File: config.mk
export PLATFORM = sky130hd
export DESIGN_NAME = keyed_layer_table
export DESIGN_NICKNAME = d
export VERILOG_FILES = /design/src/klt_pkg.sv /design/src/klt_store_cell.sv /design/src/klt_sort_cell.sv /design/src/keyed_layer_table.sv
export SDC_FILE = /design/constraint.sdc
export NUM_CORES = 2
export LEC_CHECK = 0
export BUFFER_PORTS_ARGS = -buffer_cell sky130_fd_sc_hd__buf_2
export CORE_MARGIN = 4
export CORE_UTILIZATION = 40
export CTS_CLUSTER_SIZE = 40
export DETAILED_ROUTE_END_ITERATION = 8
export PLACE_DENSITY = 0.64
export SLEW_MARGIN = 25
export SYNTH_ARGS = -nofsm -noshare
export SYNTH_HDL_FRONTEND = slang
export SYNTH_SLANG_ARGS = --single-unit
File: constraint.sdc
create_clock -name i_clk -period 27.3 [get_ports i_clk]
set_input_delay 5.46 -clock i_clk [delete_from_list [all_inputs] [get_ports i_clk]]
set_output_delay 5.46 -clock i_clk [all_outputs]
set_load 0.03 [all_outputs]
File: src/klt_pkg.sv
// Shared types, codes and the location offset table for the keyed layer table.
package klt_pkg;

    localparam int ENTRIES_DEF = 16;
    localparam int LOC_COUNT   = 9;

    typedef struct packed {
        logic [9:0]  key;
        logic [16:0] pose;
        logic [3:0]  locate;
        logic [7:0]  layer;
        logic [7:0]  brightness;
        logic [7:0]  alpha;
    } t_rec;

    typedef enum logic [2:0] {
        OP_SET    = 3'd0,
        OP_REMOVE = 3'd1,
        OP_CLEAR  = 3'd2,
        OP_FIND   = 3'd3,
        OP_READ   = 3'd4
    } t_op;

    typedef enum logic [2:0] {
        ST_OK       = 3'd0,
        ST_FULL     = 3'd1,
        ST_NOTFOUND = 3'd2,
        ST_BADLOC   = 3'd3,
        ST_EMPTY    = 3'd4
    } t_status;

    typedef enum logic [2:0] {
        S_IDLE,
        S_SCAN,
        S_COMPACT,
        S_SETTLE,
        S_EMIT,
        S_RESP
    } t_state;

    typedef struct packed {
        logic rot;
        logic compact;
    } t_store_ctl;

    typedef struct packed {
        logic clr;
        logic ins;
        logic shift;
    } t_sort_ctl;

    function automatic logic signed [9:0] loc_offset(input logic [3:0] loc);
        logic signed [9:0] v;
        case (loc)
            4'd0:    v = -10'sd200;
            4'd1:    v = 10'sd0;
            4'd2:    v = 10'sd200;
            4'd3:    v = -10'sd240;
            4'd4:    v = 10'sd240;
            4'd5:    v = -10'sd375;
            4'd6:    v = 10'sd375;
            4'd7:    v = -10'sd500;
            4'd8:    v = 10'sd500;
            default: v = 10'sd0;
        endcase
        return v;
    endfunction

endpackage

File: src/klt_store_cell.sv
// One slot of the record ring: rotates with its neighbours and closes gaps on removal.
module klt_store_cell #(
    parameter int ENTRIES = klt_pkg::ENTRIES_DEF,
    parameter int IDX     = 0,
    localparam int IW     = (ENTRIES > 1) ? $clog2(ENTRIES) : 1
) (
    input  logic                i_clk,
    input  klt_pkg::t_store_ctl i_ctl,
    input  logic [IW-1:0]       i_del_idx,
    input  klt_pkg::t_rec       i_rec,
    output klt_pkg::t_rec       o_rec
);
    import klt_pkg::*;

    t_rec r_rec;
    logic w_en;

    assign w_en  = i_ctl.rot | (i_ctl.compact & (IW'(IDX) >= i_del_idx));
    assign o_rec = r_rec;

    always_ff @(posedge i_clk) begin
        if (w_en) begin
            r_rec <= i_rec;
        end
    end

endmodule

File: src/klt_sort_cell.sv
// One cell of the systolic insertion sorter: keeps the record that sorts first, passes the other on.
module klt_sort_cell #(
    parameter int ENTRIES = klt_pkg::ENTRIES_DEF,
    localparam int IW     = (ENTRIES > 1) ? $clog2(ENTRIES) : 1
) (
    input  logic               i_clk,
    input  logic               i_rst_n,
    input  klt_pkg::t_sort_ctl i_ctl,
    input  klt_pkg::t_rec      i_in_rec,
    input  logic [IW-1:0]      i_in_idx,
    input  logic               i_in_v,
    input  klt_pkg::t_rec      i_rt_rec,
    input  logic [IW-1:0]      i_rt_idx,
    input  logic               i_rt_v,
    output klt_pkg::t_rec      o_rec,
    output logic [IW-1:0]      o_idx,
    output logic               o_v,
    output klt_pkg::t_rec      o_pass_rec,
    output logic [IW-1:0]      o_pass_idx,
    output logic               o_pass_v
);
    import klt_pkg::*;

    t_rec r_rec;
    logic [IW-1:0] r_idx;
    logic r_v;
    t_rec r_prec;
    logic [IW-1:0] r_pidx;
    logic r_pv;
    logic w_take;

    // Equal layers are ordered by their position in the table, so ties keep insertion order.
    assign w_take     = i_in_v && (!r_v ||
                        ({i_in_rec.layer, i_in_idx} < {r_rec.layer, r_idx}));
    assign o_rec      = r_rec;
    assign o_idx      = r_idx;
    assign o_v        = r_v;
    assign o_pass_rec = r_prec;
    assign o_pass_idx = r_pidx;
    assign o_pass_v   = r_pv;

    always_ff @(posedge i_clk) begin
        if (!i_rst_n || i_ctl.clr) begin
            r_v  <= 1'b0;
            r_pv <= 1'b0;
        end else if (i_ctl.shift) begin
            r_rec <= i_rt_rec;
            r_idx <= i_rt_idx;
            r_v   <= i_rt_v;
            r_pv  <= 1'b0;
        end else if (i_ctl.ins) begin
            if (w_take) begin
                r_rec  <= i_in_rec;
                r_idx  <= i_in_idx;
                r_v    <= 1'b1;
                r_prec <= r_rec;
                r_pidx <= r_idx;
                r_pv   <= r_v;
            end else begin
                r_prec <= i_in_rec;
                r_pidx <= i_in_idx;
                r_pv   <= i_in_v;
            end
        end
    end

endmodule

File: src/keyed_layer_table.sv
// Keyed record table with in-place update, compacting removal and layer-sorted readout.
// Usage: one operation per input transaction (op plus record fields), accepted on
// i_valid and o_ready. Results leave through a registered output on o_valid and
// i_ready; o_last marks the final result of each operation. Codes 5 to 7 are
// consumed with no result.
// Every lookup rotates the record ring once, comparing the head slot; remove
// adds a compaction step, and clear does not rotate the ring. Readout feeds
// the ring into the sorter chain during the rotation, lets the chain settle,
// then emits one record per cycle while the output register is free. One
// operation is in flight at a time; o_ready is high only when the block is
// idle, and the next transaction may be taken while the last result still
// waits in the output register.
// A stalled receiver holds the output register and pauses the readout emission.
// Reset empties the table and drops any pending result; record contents are not
// cleared.
module keyed_layer_table #(
    parameter int ENTRIES = klt_pkg::ENTRIES_DEF
) (
    input  logic        i_clk,
    input  logic        i_rst_n,
    input  logic        i_valid,
    output logic        o_ready,
    input  logic [2:0]  i_op,
    input  logic [9:0]  i_entry_key,
    input  logic [16:0] i_pose,
    input  logic [3:0]  i_locate,
    input  logic [7:0]  i_layer,
    input  logic [7:0]  i_brightness,
    input  logic [7:0]  i_alpha,
    output logic        o_valid,
    input  logic        i_ready,
    output logic [2:0]  o_status,
    output logic [9:0]  o_out_key,
    output logic [16:0] o_out_pose,
    output logic [3:0]  o_out_locate,
    output logic [7:0]  o_out_layer,
    output logic [7:0]  o_out_brightness,
    output logic [7:0]  o_out_alpha,
    output logic signed [9:0] o_x_offset,
    output logic        o_last
);
    import klt_pkg::*;

    localparam int CW = $clog2(ENTRIES + 1);
    localparam int IW = (ENTRIES > 1) ? $clog2(ENTRIES) : 1;

    t_state  r_state, n_state;
    t_op     r_op;
    t_rec    r_in;
    logic [CW-1:0] r_step;
    logic [CW-1:0] r_count;
    logic    r_hit;
    logic [IW-1:0] r_del;
    t_rec    r_res;
    t_status r_rstat;
    logic    r_rblank;

    logic    r_ov;
    t_rec    r_orec;
    t_status r_ostat;
    logic signed [9:0] r_oxoff;
    logic    r_olast;

    t_store_ctl w_sctl;
    t_sort_ctl  w_tctl;
    t_rec w_st   [ENTRIES];
    t_rec w_srt  [ENTRIES];
    logic [IW-1:0] w_sidx [ENTRIES];
    logic w_sv   [ENTRIES];
    t_rec w_prec [ENTRIES];
    logic [IW-1:0] w_pidx [ENTRIES];
    logic w_pv   [ENTRIES];
    t_rec w_tail;
    t_rec w_head;
    logic w_in_fire;
    logic w_out_free;
    logic w_hit_now;
    logic w_scan_end;
    logic w_write_head;
    logic w_feed;
    logic w_found;
    logic w_load_res;
    logic w_load_emit;
    logic w_emit_last;
    t_rec w_new;

    assign w_new = '{key: i_entry_key, pose: i_pose, locate: i_locate, layer: i_layer,
                     brightness: i_brightness, alpha: i_alpha};
    assign o_ready     = (r_state == S_IDLE);
    assign w_in_fire   = i_valid & o_ready;
    assign w_out_free  = !r_ov | i_ready;
    assign w_head      = w_st[0];
    assign w_hit_now   = (r_state == S_SCAN) && (r_step < r_count) && (w_head.key == r_in.key);
    assign w_scan_end  = (r_step == CW'(ENTRIES - 1));
    assign w_found     = r_hit | w_hit_now;
    assign w_write_head = (r_op == OP_SET) &&
                          (w_hit_now || (!r_hit && (r_step == r_count)));
    assign w_feed      = (r_state == S_SCAN) && (r_op == OP_READ) && (r_step < r_count);
    assign w_tail      = w_write_head ? r_in : w_head;
    assign w_emit_last = (r_step == r_count - CW'(1));

    genvar g;
    generate
        for (g = 0; g < ENTRIES; g++) begin : g_cell
            t_rec w_nb_rec;
            t_rec w_left_rec;
            logic [IW-1:0] w_left_idx;
            logic w_left_v;
            t_rec w_rt_rec;
            logic [IW-1:0] w_rt_idx;
            logic w_rt_v;
            if (g == ENTRIES - 1) begin : g_end
                assign w_nb_rec = w_tail;
                assign w_rt_rec = '0;
                assign w_rt_idx = '0;
                assign w_rt_v   = 1'b0;
            end else begin : g_mid
                assign w_nb_rec = w_st[g+1];
                assign w_rt_rec = w_srt[g+1];
                assign w_rt_idx = w_sidx[g+1];
                assign w_rt_v   = w_sv[g+1];
            end
            if (g == 0) begin : g_first
                assign w_left_rec = w_head;
                assign w_left_idx = r_step[IW-1:0];
                assign w_left_v   = w_feed;
            end else begin : g_rest
                assign w_left_rec = w_prec[g-1];
                assign w_left_idx = w_pidx[g-1];
                assign w_left_v   = w_pv[g-1];
            end
            klt_store_cell #(.ENTRIES(ENTRIES), .IDX(g)) u_store (
                .i_clk     (i_clk),
                .i_ctl     (w_sctl),
                .i_del_idx (r_del),
                .i_rec     (w_nb_rec),
                .o_rec     (w_st[g])
            );
            klt_sort_cell #(.ENTRIES(ENTRIES)) u_sort (
                .i_clk      (i_clk),
                .i_rst_n    (i_rst_n),
                .i_ctl      (w_tctl),
                .i_in_rec   (w_left_rec),
                .i_in_idx   (w_left_idx),
                .i_in_v     (w_left_v),
                .i_rt_rec   (w_rt_rec),
                .i_rt_idx   (w_rt_idx),
                .i_rt_v     (w_rt_v),
                .o_rec      (w_srt[g]),
                .o_idx      (w_sidx[g]),
                .o_v        (w_sv[g]),
                .o_pass_rec (w_prec[g]),
                .o_pass_idx (w_pidx[g]),
                .o_pass_v   (w_pv[g])
            );
        end
    endgenerate

    always_comb begin
        n_state = r_state;
        unique case (r_state)
            S_IDLE: begin
                if (w_in_fire) begin
                    case (i_op)
                        OP_SET, OP_REMOVE, OP_FIND: n_state = S_SCAN;
                        OP_CLEAR:                   n_state = S_RESP;
                        OP_READ:  n_state = (r_count == '0) ? S_RESP : S_SCAN;
                        default:                    n_state = S_IDLE;
                    endcase
                end
            end
            S_SCAN: begin
                if (w_scan_end) begin
                    if (r_op == OP_READ) begin
                        n_state = S_SETTLE;
                    end else if (r_op == OP_REMOVE && w_found) begin
                        n_state = S_COMPACT;
                    end else begin
                        n_state = S_RESP;
                    end
                end
            end
            S_COMPACT: n_state = S_RESP;
            S_SETTLE: begin
                if (r_step == CW'(ENTRIES)) begin
                    n_state = S_EMIT;
                end
            end
            S_EMIT: begin
                if (w_out_free && w_emit_last) begin
                    n_state = S_IDLE;
                end
            end
            S_RESP: begin
                if (w_out_free) begin
                    n_state = S_IDLE;
                end
            end
            default: n_state = S_IDLE;
        endcase
    end

    always_comb begin
        w_sctl      = '0;
        w_tctl      = '0;
        w_load_res  = 1'b0;
        w_load_emit = 1'b0;
        unique case (r_state)
            S_IDLE:    w_tctl.clr = w_in_fire;
            S_SCAN: begin
                w_sctl.rot = 1'b1;
                w_tctl.ins = 1'b1;
            end
            S_COMPACT: w_sctl.compact = 1'b1;
            S_SETTLE:  w_tctl.ins = 1'b1;
            S_EMIT: begin
                w_load_emit  = w_out_free;
                w_tctl.shift = w_out_free;
            end
            S_RESP:    w_load_res = w_out_free;
            default: begin
                w_sctl = '0;
            end
        endcase
    end

    always_ff @(posedge i_clk) begin
        if (!i_rst_n) begin
            r_state <= S_IDLE;
            r_count <= '0;
        end else begin
            r_state <= n_state;
            case (r_state)
                S_IDLE: begin
                    if (w_in_fire) begin
                        r_op     <= t_op'(i_op);
                        r_in     <= w_new;
                        r_step   <= '0;
                        r_hit    <= 1'b0;
                        r_res    <= '0;
                        r_rblank <= 1'b1;
                        r_rstat  <= (i_op == OP_CLEAR) ? ST_OK : ST_EMPTY;
                        if (i_op == OP_CLEAR) begin
                            r_count <= '0;
                        end
                    end
                end
                S_SCAN: begin
                    r_step <= r_step + CW'(1);
                    if (w_hit_now) begin
                        r_hit <= 1'b1;
                        r_del <= r_step[IW-1:0];
                        r_res <= w_head;
                    end
                    if (w_scan_end) begin
                        r_step   <= '0;
                        r_rblank <= !w_found;
                        r_rstat  <= ST_NOTFOUND;
                        if (r_op == OP_SET) begin
                            if (w_found || (r_count < CW'(ENTRIES))) begin
                                r_rblank <= 1'b0;
                                r_res    <= r_in;
                                if (!w_found) begin
                                    r_count <= r_count + CW'(1);
                                end
                            end else begin
                                r_rblank <= 1'b1;
                                r_rstat  <= ST_FULL;
                            end
                        end
                    end
                end
                S_COMPACT: r_count <= r_count - CW'(1);
                S_SETTLE: begin
                    r_step <= (r_step == CW'(ENTRIES)) ? '0 : r_step + CW'(1);
                end
                S_EMIT: begin
                    if (w_out_free) begin
                        r_step <= r_step + CW'(1);
                    end
                end
                default: begin
                    r_step <= r_step;
                end
            endcase
        end
    end

    always_ff @(posedge i_clk) begin
        if (!i_rst_n) begin
            r_ov <= 1'b0;
        end else if (w_load_res || w_load_emit) begin
            r_ov <= 1'b1;
        end else if (i_ready) begin
            r_ov <= 1'b0;
        end
    end

    always_ff @(posedge i_clk) begin
        if (w_load_emit) begin
            r_orec  <= w_srt[0];
            r_ostat <= (w_srt[0].locate >= 4'(LOC_COUNT)) ? ST_BADLOC : ST_OK;
            r_oxoff <= loc_offset(w_srt[0].locate);
            r_olast <= w_emit_last;
        end else if (w_load_res) begin
            r_olast <= 1'b1;
            if (r_rblank) begin
                r_orec  <= '0;
                r_ostat <= r_rstat;
                r_oxoff <= '0;
            end else begin
                r_orec  <= r_res;
                r_ostat <= (r_res.locate >= 4'(LOC_COUNT)) ? ST_BADLOC : ST_OK;
                r_oxoff <= loc_offset(r_res.locate);
            end
        end
    end

    assign o_valid          = r_ov;
    assign o_status         = r_ostat;
    assign o_out_key        = r_orec.key;
    assign o_out_pose       = r_orec.pose;
    assign o_out_locate     = r_orec.locate;
    assign o_out_layer      = r_orec.layer;
    assign o_out_brightness = r_orec.brightness;
    assign o_out_alpha      = r_orec.alpha;
    assign o_x_offset       = r_oxoff;
    assign o_last           = r_olast;

    a_count_range: assert property (@(posedge i_clk) disable iff (!i_rst_n)
        r_count <= CW'(ENTRIES))
        else $error("record count above table size");

    a_emit_nonempty: assert property (@(posedge i_clk) disable iff (!i_rst_n)
        (r_state == S_EMIT) |-> (r_count != '0))
        else $error("readout emission with an empty table");

    a_compact_dec: assert property (@(posedge i_clk) disable iff (!i_rst_n)
        (r_state == S_COMPACT) |=> (r_count == $past(r_count) - CW'(1)))
        else $error("removal did not reduce the count");

    a_sort_head_valid: assert property (@(posedge i_clk) disable iff (!i_rst_n)
        (r_state == S_EMIT) |-> w_sv[0])
        else $error("sorter head empty during emission");

endmodule
---- Yosys cells after proc, flatten, opt, wreduce, memory -nomap -nowiden ----
Memory sizes are Yosys's and may differ from the RTL's. A register that Yosys moved wholly into a read port is not among the register bits.
Cells that the tools add are included.
operators by class
  reductions and logical operators ........ 134
  muxes and demuxes ....................... 250
  add/subtract/negate cells ............... 3
  bitwise logic cells ..................... 37
  equality and inequality tests ........... 27
  order comparisons ....................... 36
operator list
  operator                                                                            number
  55-bit 2-to-1 mux                                                                   71
  4-bit 2-to-1 mux                                                                    64
  12-bit < comparator                                                                 16
  55-bit one-hot mux with 2 select lines                                              1
  1-bit 2-to-1 mux                                                                    76
  3-bit AND reduction                                                                 20
  5-bit 2-to-1 mux                                                                    10
  3-bit 2-to-1 mux                                                                    14
  2-bit nonzero test                                                                  20
  4-bit greater-or-equal comparator, first input constant                             8
  2-bit AND reduction                                                                 16
  10-bit 2-to-1 mux                                                                   3
  1-bit logical AND                                                                   24
  1-bit zero test                                                                     20
  1-bit logical OR                                                                    20
  5-bit one-hot mux with 4 select lines                                               1
  1-bit bitwise OR                                                                    18
  3-bit one-hot mux with 6 select lines                                               1
  1-bit AND                                                                           17
  3-bit by 4-bit greater-or-equal comparator with 1-bit output, first input constant  4
  2-bit inequality test, second input constant                                        8
  5-bit one-hot mux with 3 select lines                                               1
  3-bit by 2-bit == test with 1-bit output, second input constant                     4
  3-bit == test, second input constant                                                4
  other kinds (27)                                                                    46
word-level totals
  flip-flop bits (word level) ............. 2,945
  word-level logic and storage cells ...... 863
  memories ................................ 2
  ROM bits ................................ 320
memory list
  memory           words  bits a word  rd ports  clocked after memory_dff  write ports  RTL line       RTL
  (no name shown)  16     10           1         1                         0            klt_pkg.sv:54  case (loc)
  (no name shown)  16     10           1         1                         0            klt_pkg.sv:54

---- Longest topological paths before layout ----
  word-level depth ........................ 10
  gate-level depth with buffers ........... 15
  depth with buffers taken out ............ 12

---- Modules after synthesis ----
Synthesis repeated with hierarchy kept, for this count alone.
second synthesis, totals
  cells, all modules ...................... 11,617
  area total of the unflattened synthesis .. 148,179.6 um^2
by module, submodules not included
  module                                    seq. area each (um^2)  times used  cells an instance  area an instance (um^2)
  klt_sort_cell                             3,583.4                16          610                6,921.6
  keyed_layer_table                         6,266.0                1           941                10,762.8
  klt_store_cell at g_cell[11].u_store ...  1,651.6                3           57                 1,662.8
  klt_store_cell at g_cell[12].u_store ...  1,651.6                2           57                 1,671.6
  klt_store_cell at g_cell[4].u_store ...   1,651.6                2           58                 1,669.1
  klt_store_cell at g_cell[1].u_store ...   1,651.6                2           57                 1,666.6
  klt_store_cell at g_cell[0].u_store ...   1,651.6                2           57                 1,665.3
  klt_store_cell at g_cell[13].u_store ...  1,651.6                2           57                 1,664.1
  klt_store_cell at g_cell[10].u_store      1,651.6                1           59                 1,682.9
  klt_store_cell at g_cell[5].u_store       1,651.6                1           58                 1,667.8
  klt_store_cell at g_cell[15].u_store      1,651.6                1           56                 1,657.8

---- Least setup slack after synthesis ----
No wires, ideal clock.
  path kind ............................... input -> register
  start ................................... input i_rst_n
  end ..................................... register g_cell[0].u_sort.r_pidx[0], enable pin
  cell stages on the path ................. 5
  library setup time ...................... 1,222 ps
  setup slack ............................. 3,014 ps
  data required time ...................... 26,078 ps
  arrival ................................. 23,063 ps
  cells stage by stage .................... inv_1 > a21oi_1 > nand2_1 > clkbuf_1 > inv_1
between the ends
  word-level cells in the longest chain between the ends .. 4
ends and longest elaborated chain
  what                                  RTL line                 RTL
  start: declaration                    keyed_layer_table.sv:20  input logic i_rst_n,
  1-bit zero test                       klt_sort_cell.sv:43      if (!i_rst_n || i_ctl.clr) begin
  1-bit logical OR                      klt_sort_cell.sv:43
  1-bit inverter (no source line)       --
  3-bit AND reduction (no source line)  --
  end signal: assignment                klt_sort_cell.sv:57      r_pidx <= r_idx;
  end signal: assignment                klt_sort_cell.sv:61      r_pidx <= i_in_idx;
  end: declaration                      klt_sort_cell.sv:28      logic [IW-1:0] r_pidx;
No other way between the ends.
A chain may end at the register's enable or synchronous reset.

---- Worst setup path in the final report ----
  start ................................... input i_rst_n
  end ..................................... register g_cell[10].u_sort.r_prec (netlist bit g_cell[10].u_sort.o_pass_rec[12]), enable pin
between the ends
  word-level cells in the longest chain between the ends .. 4
ends and longest elaborated chain
  what                                  RTL line             RTL
  1-bit zero test                       klt_sort_cell.sv:43
  1-bit logical OR                      klt_sort_cell.sv:43
  1-bit inverter (no source line)       --
  3-bit AND reduction (no source line)  --
  end signal: assignment                klt_sort_cell.sv:56  r_prec <= r_rec;
  end signal: assignment                klt_sort_cell.sv:60  r_prec <= i_in_rec;
  end: declaration                      klt_sort_cell.sv:27  t_rec r_prec;
No other way between the ends.

==> metrics.md <==
| Metric | Value |
|---|---|
| Met1 track demand over resource | `a little under a quarter` |
| Post-synth EDFFs | `2,905` |
| Synth Instances | `between 8,000 and 9,000` |
| CP Launch Type | `input port` |
| Peak Freq | `between 0.09 and 0.1 GHz` |
| Final setup fails | `0` |
| I/O pins | `approximately 130` |
| Max_cap viols | `0` |
| Post_cts resized | `0` |
| Final WL | `232 mm` |
| Status | `finished clean` |
| Core Footprint | `298,000 um^2` |
| Critical path endpoint | `g_cell[10].u_sort.o_pass_rec[12]` |
| Worst skew pair latency | `approximately 0.85 ns` |
| Critical Path Fanout Max | `between 150 and 200` |
| Mapped Nets | `approximately 8,500` |
| GR Util met3 | `under 10%` |
| Initial core utilization | `between 40% and 50%` |
| Critical path class | `in2reg` |
| Commonest non-fill, non-tap cells in the layout | `edfxtp_1, nand2_1, mux2_2` |
| Flops & latches, synth | `approximately 3,000` |
| WP data arrival | `~11 ns` |
| Min cycle time layout | `about 11 ns` |
| R2R Path Start | `r_state[0]` |
| FFs w/ async S/R, synth | `0%` |
| Slew HR | `~25%` |
| Final Hold Viols | `0` |
| Pin count of the biggest net entering global routing | `255` |
| Number of remaining DRC errors | `0` |
| Total track usage | `14.8%` |
| CTS Buffer Depth | `4` |
| DP Cell Count | `12,000` |
| Synth area leader | `edfxtp_1` |
| Layout cells sized above 1 | `between 10% and 20%` |
| Htree depth | `5` |
| Die H | `approximately 560 um` |
| Post-DP HPWL | `143 mm` |
| Hold Crit Class | `reg2reg` |
| Hold Startpoint | `g_cell[10].u_store.o_rec[17]` |
| Hold buffer count at CTS | `0` |
| Area delta synth->final | `12.2%` |
| Grt total ovfl | `0` |
| Pwr dens | `about 80 nW/um^2` |
| Vias per cell | `between 4 and 5` |
| Die Span X | `555 um` |
| Initial DRC Count | `around 5,800` |
| Crit. Startpoint | `i_rst_n` |
| Hold path cells | `0` |
| Yosys cell types | `74` |
| Leakage | `48.0 nW` |
| Post-Route Setup TNS | `0 ns` |
| Port buffer count | `approximately 130` |
| Antenna violations before repair | `13` |
| CTS root buffer | `clkbuf_16` |
| Vias in the first global route | `between 60,000 and 70,000` |
| Reg-to-reg endpoint | `g_cell[10].u_sort.o_pass_rec[12]` |
| Fin cells | `12,500` |
| TritonCTS clock tree | `yes` |
| Clock slew at reported path FFs | `~0.06 ns` |
| Max Slew Vio Count | `0` |
| TritonRoute pass-1 iters | `5` |
| Gr busiest metal | `met1` |
| Slew @ Worst Pin | `approximately 1.1 ns` |
| RD Place Congestion | `0.804` |
| CP required | `around 28 ns` |
| Post-DR wirelength/cell | `18.5 um` |
| Synth Flop Type | `edfxtp_1` |
| R2R Setup Slk | `approximately 21 ns` |
| Die ar. | `between 300,000 and 400,000 um^2` |
| Routed vias | `62,600` |
| Final period utilization | `38.8%` |
| # rows | `200` |
| DP Worst Slack | `about 16 ns` |
| Commonest non-fill, non-tap cell in the layout | `edfxtp_1` |
| Ys Warns | `0` |
| Met2 Resource Use GR | `a little over a fifth` |
| Reg2reg path depth | `9` |
| Unrepaired setup endpoints after global routing | `no` |
| First-pass GRT wire length | `approximately 370 mm` |
| PnR Total Power | `around 11 mW` |
| Nets | `8,630` |
| CTS Buf Count | `298` |
| Nature of the critical path endpoint | `register` |
| Register area share after synthesis | `around 74%` |
| Per-instance average area after synthesis | `14.5 um^2` |
| Postcts setup bufs | `0` |
| # clock sinks | `about 3,000` |
| Share of the synthesized area in the top cell type | `roughly 73%` |
| Ranking of synthesized cells by area | `edfxtp_1, mux2_2, nand2_1, ha_1, o21ai_0` |
| Setup Skew | `between 0.05 and 0.06 ns` |
| Area of the mapped netlist | `120,000 um^2` |
| Worst VDD drop | `around 0.06 mV` |
| Setup ws final | `16.70 ns` |
| Final ANT Viol Nets | `0` |
## cell type report
cell class | count | area [um^2]
fill | 25700 | 163000
sequential | 2965 | 88400
multi-input combinational | 4685 | 29400
clock buffer | 377 | 7930
tap | 3939 | 4930
timing repair buffer | 225 | 1490
clock inverter | 137 | 1370
inverter | 202 | 766
antenna | 8 | 20.0
## worst max-delay path, cell delays in order
cell,delay (ns)
buf_2,0.27
inv_1,0.22
a21oi_1,0.63
nand2_2,0.06
buf_4,0.30
inv_8,0.72
buf_6,0.69
buf_4,0.82
buf_12,0.57
buf_4,0.84
## per-stage QoR
step,util [%],hold slack [ns],area (um^2)
after floorplan,-,0.400,120000
after global placement,42.0,0.400,125000
after detailed placement,42.0,0.405,125000
after CTS,45.1,0.394,134000
after global routing,45.1,0.411,134000
final,45.2,0.400,134000
## how the worst min path moves through the flow
stage	to	slack (ns)
2_1_floorplan	g_cell[0].u_store.o_rec[0]	0.40
3_3_place_gp	g_cell[8].u_store.o_rec[16]	0.40
3_5_place_dp	g_cell[0].u_store.o_rec[53]	0.40
4_1_cts	g_cell[4].u_store.o_rec[50]	0.39
5_1_grt	g_cell[4].u_store.o_rec[50]	0.41
6_report	g_cell[9].u_store.o_rec[17]	0.40
## state kept, by name (all words and copies together), names as in the netlist, 10 cells and up, named ones only
register                  count
g_cell.u_sort.o_pass_v       15
g_cell.u_sort.o_pass_rec    825
g_cell.u_sort.o_rec         880
o_x_offset                   10
g_cell.u_sort.o_v            16
g_cell.u_store.o_rec        880
o_out_key                    10
r_res                        55
r_in                         55
g_cell.u_sort.o_idx          64
o_out_pose                   17
g_cell.u_sort.o_pass_idx     60
## logic make-up (layout without fill, tap and decap cells)
family,count (synthesis),count (layout),synth area share [%]
other,0,8,0
AO/OA/AOI/OAI,595,595,3.20
XOR/XNOR,19,19,0.139
adder cells (fa/ha/maj),191,191,2.00
AND/OR/NAND/NOR,2875,2875,9.45
flip-flops,2965,2965,73.9
buffers and inverters,586,941,1.95
multiplexers,1005,1005,9.39
## synthesized netlist by cell type, types with 16 or more instances
cell type,number
a211oi_1,43
a211oi_2,41
a21o_1,27
a21oi_1,61
buf_1,37
buf_2,61
clkbuf_1,275
dfxtp_1,60
edfxtp_1,2905
ha_1,191
inv_1,202
mux2_2,943
mux2i_1,61
nand2_1,2507
nand2b_1,22
nand3_1,38
nor2_1,135
nor2b_1,79
nor3_1,38
o21a_1,22
o21ai_0,317
xnor2_1,16
## report_power, final
part,switching (mW),internal (mW),total [mW],leakage (nW)
Combinational,0.747,0.283,1.03,16.5
Clock,1.67,2.29,3.97,4.52
Sequential,0.180,5.63,5.81,27.0
## routing by layer
layer	up-vias	part of all wire (%)
met5	-	0.015
met4	6	2.2
met3	348	5.8
met2	1547	42
met1	30700	50
li1	30000	-
(Power assumes the default switching activity.)
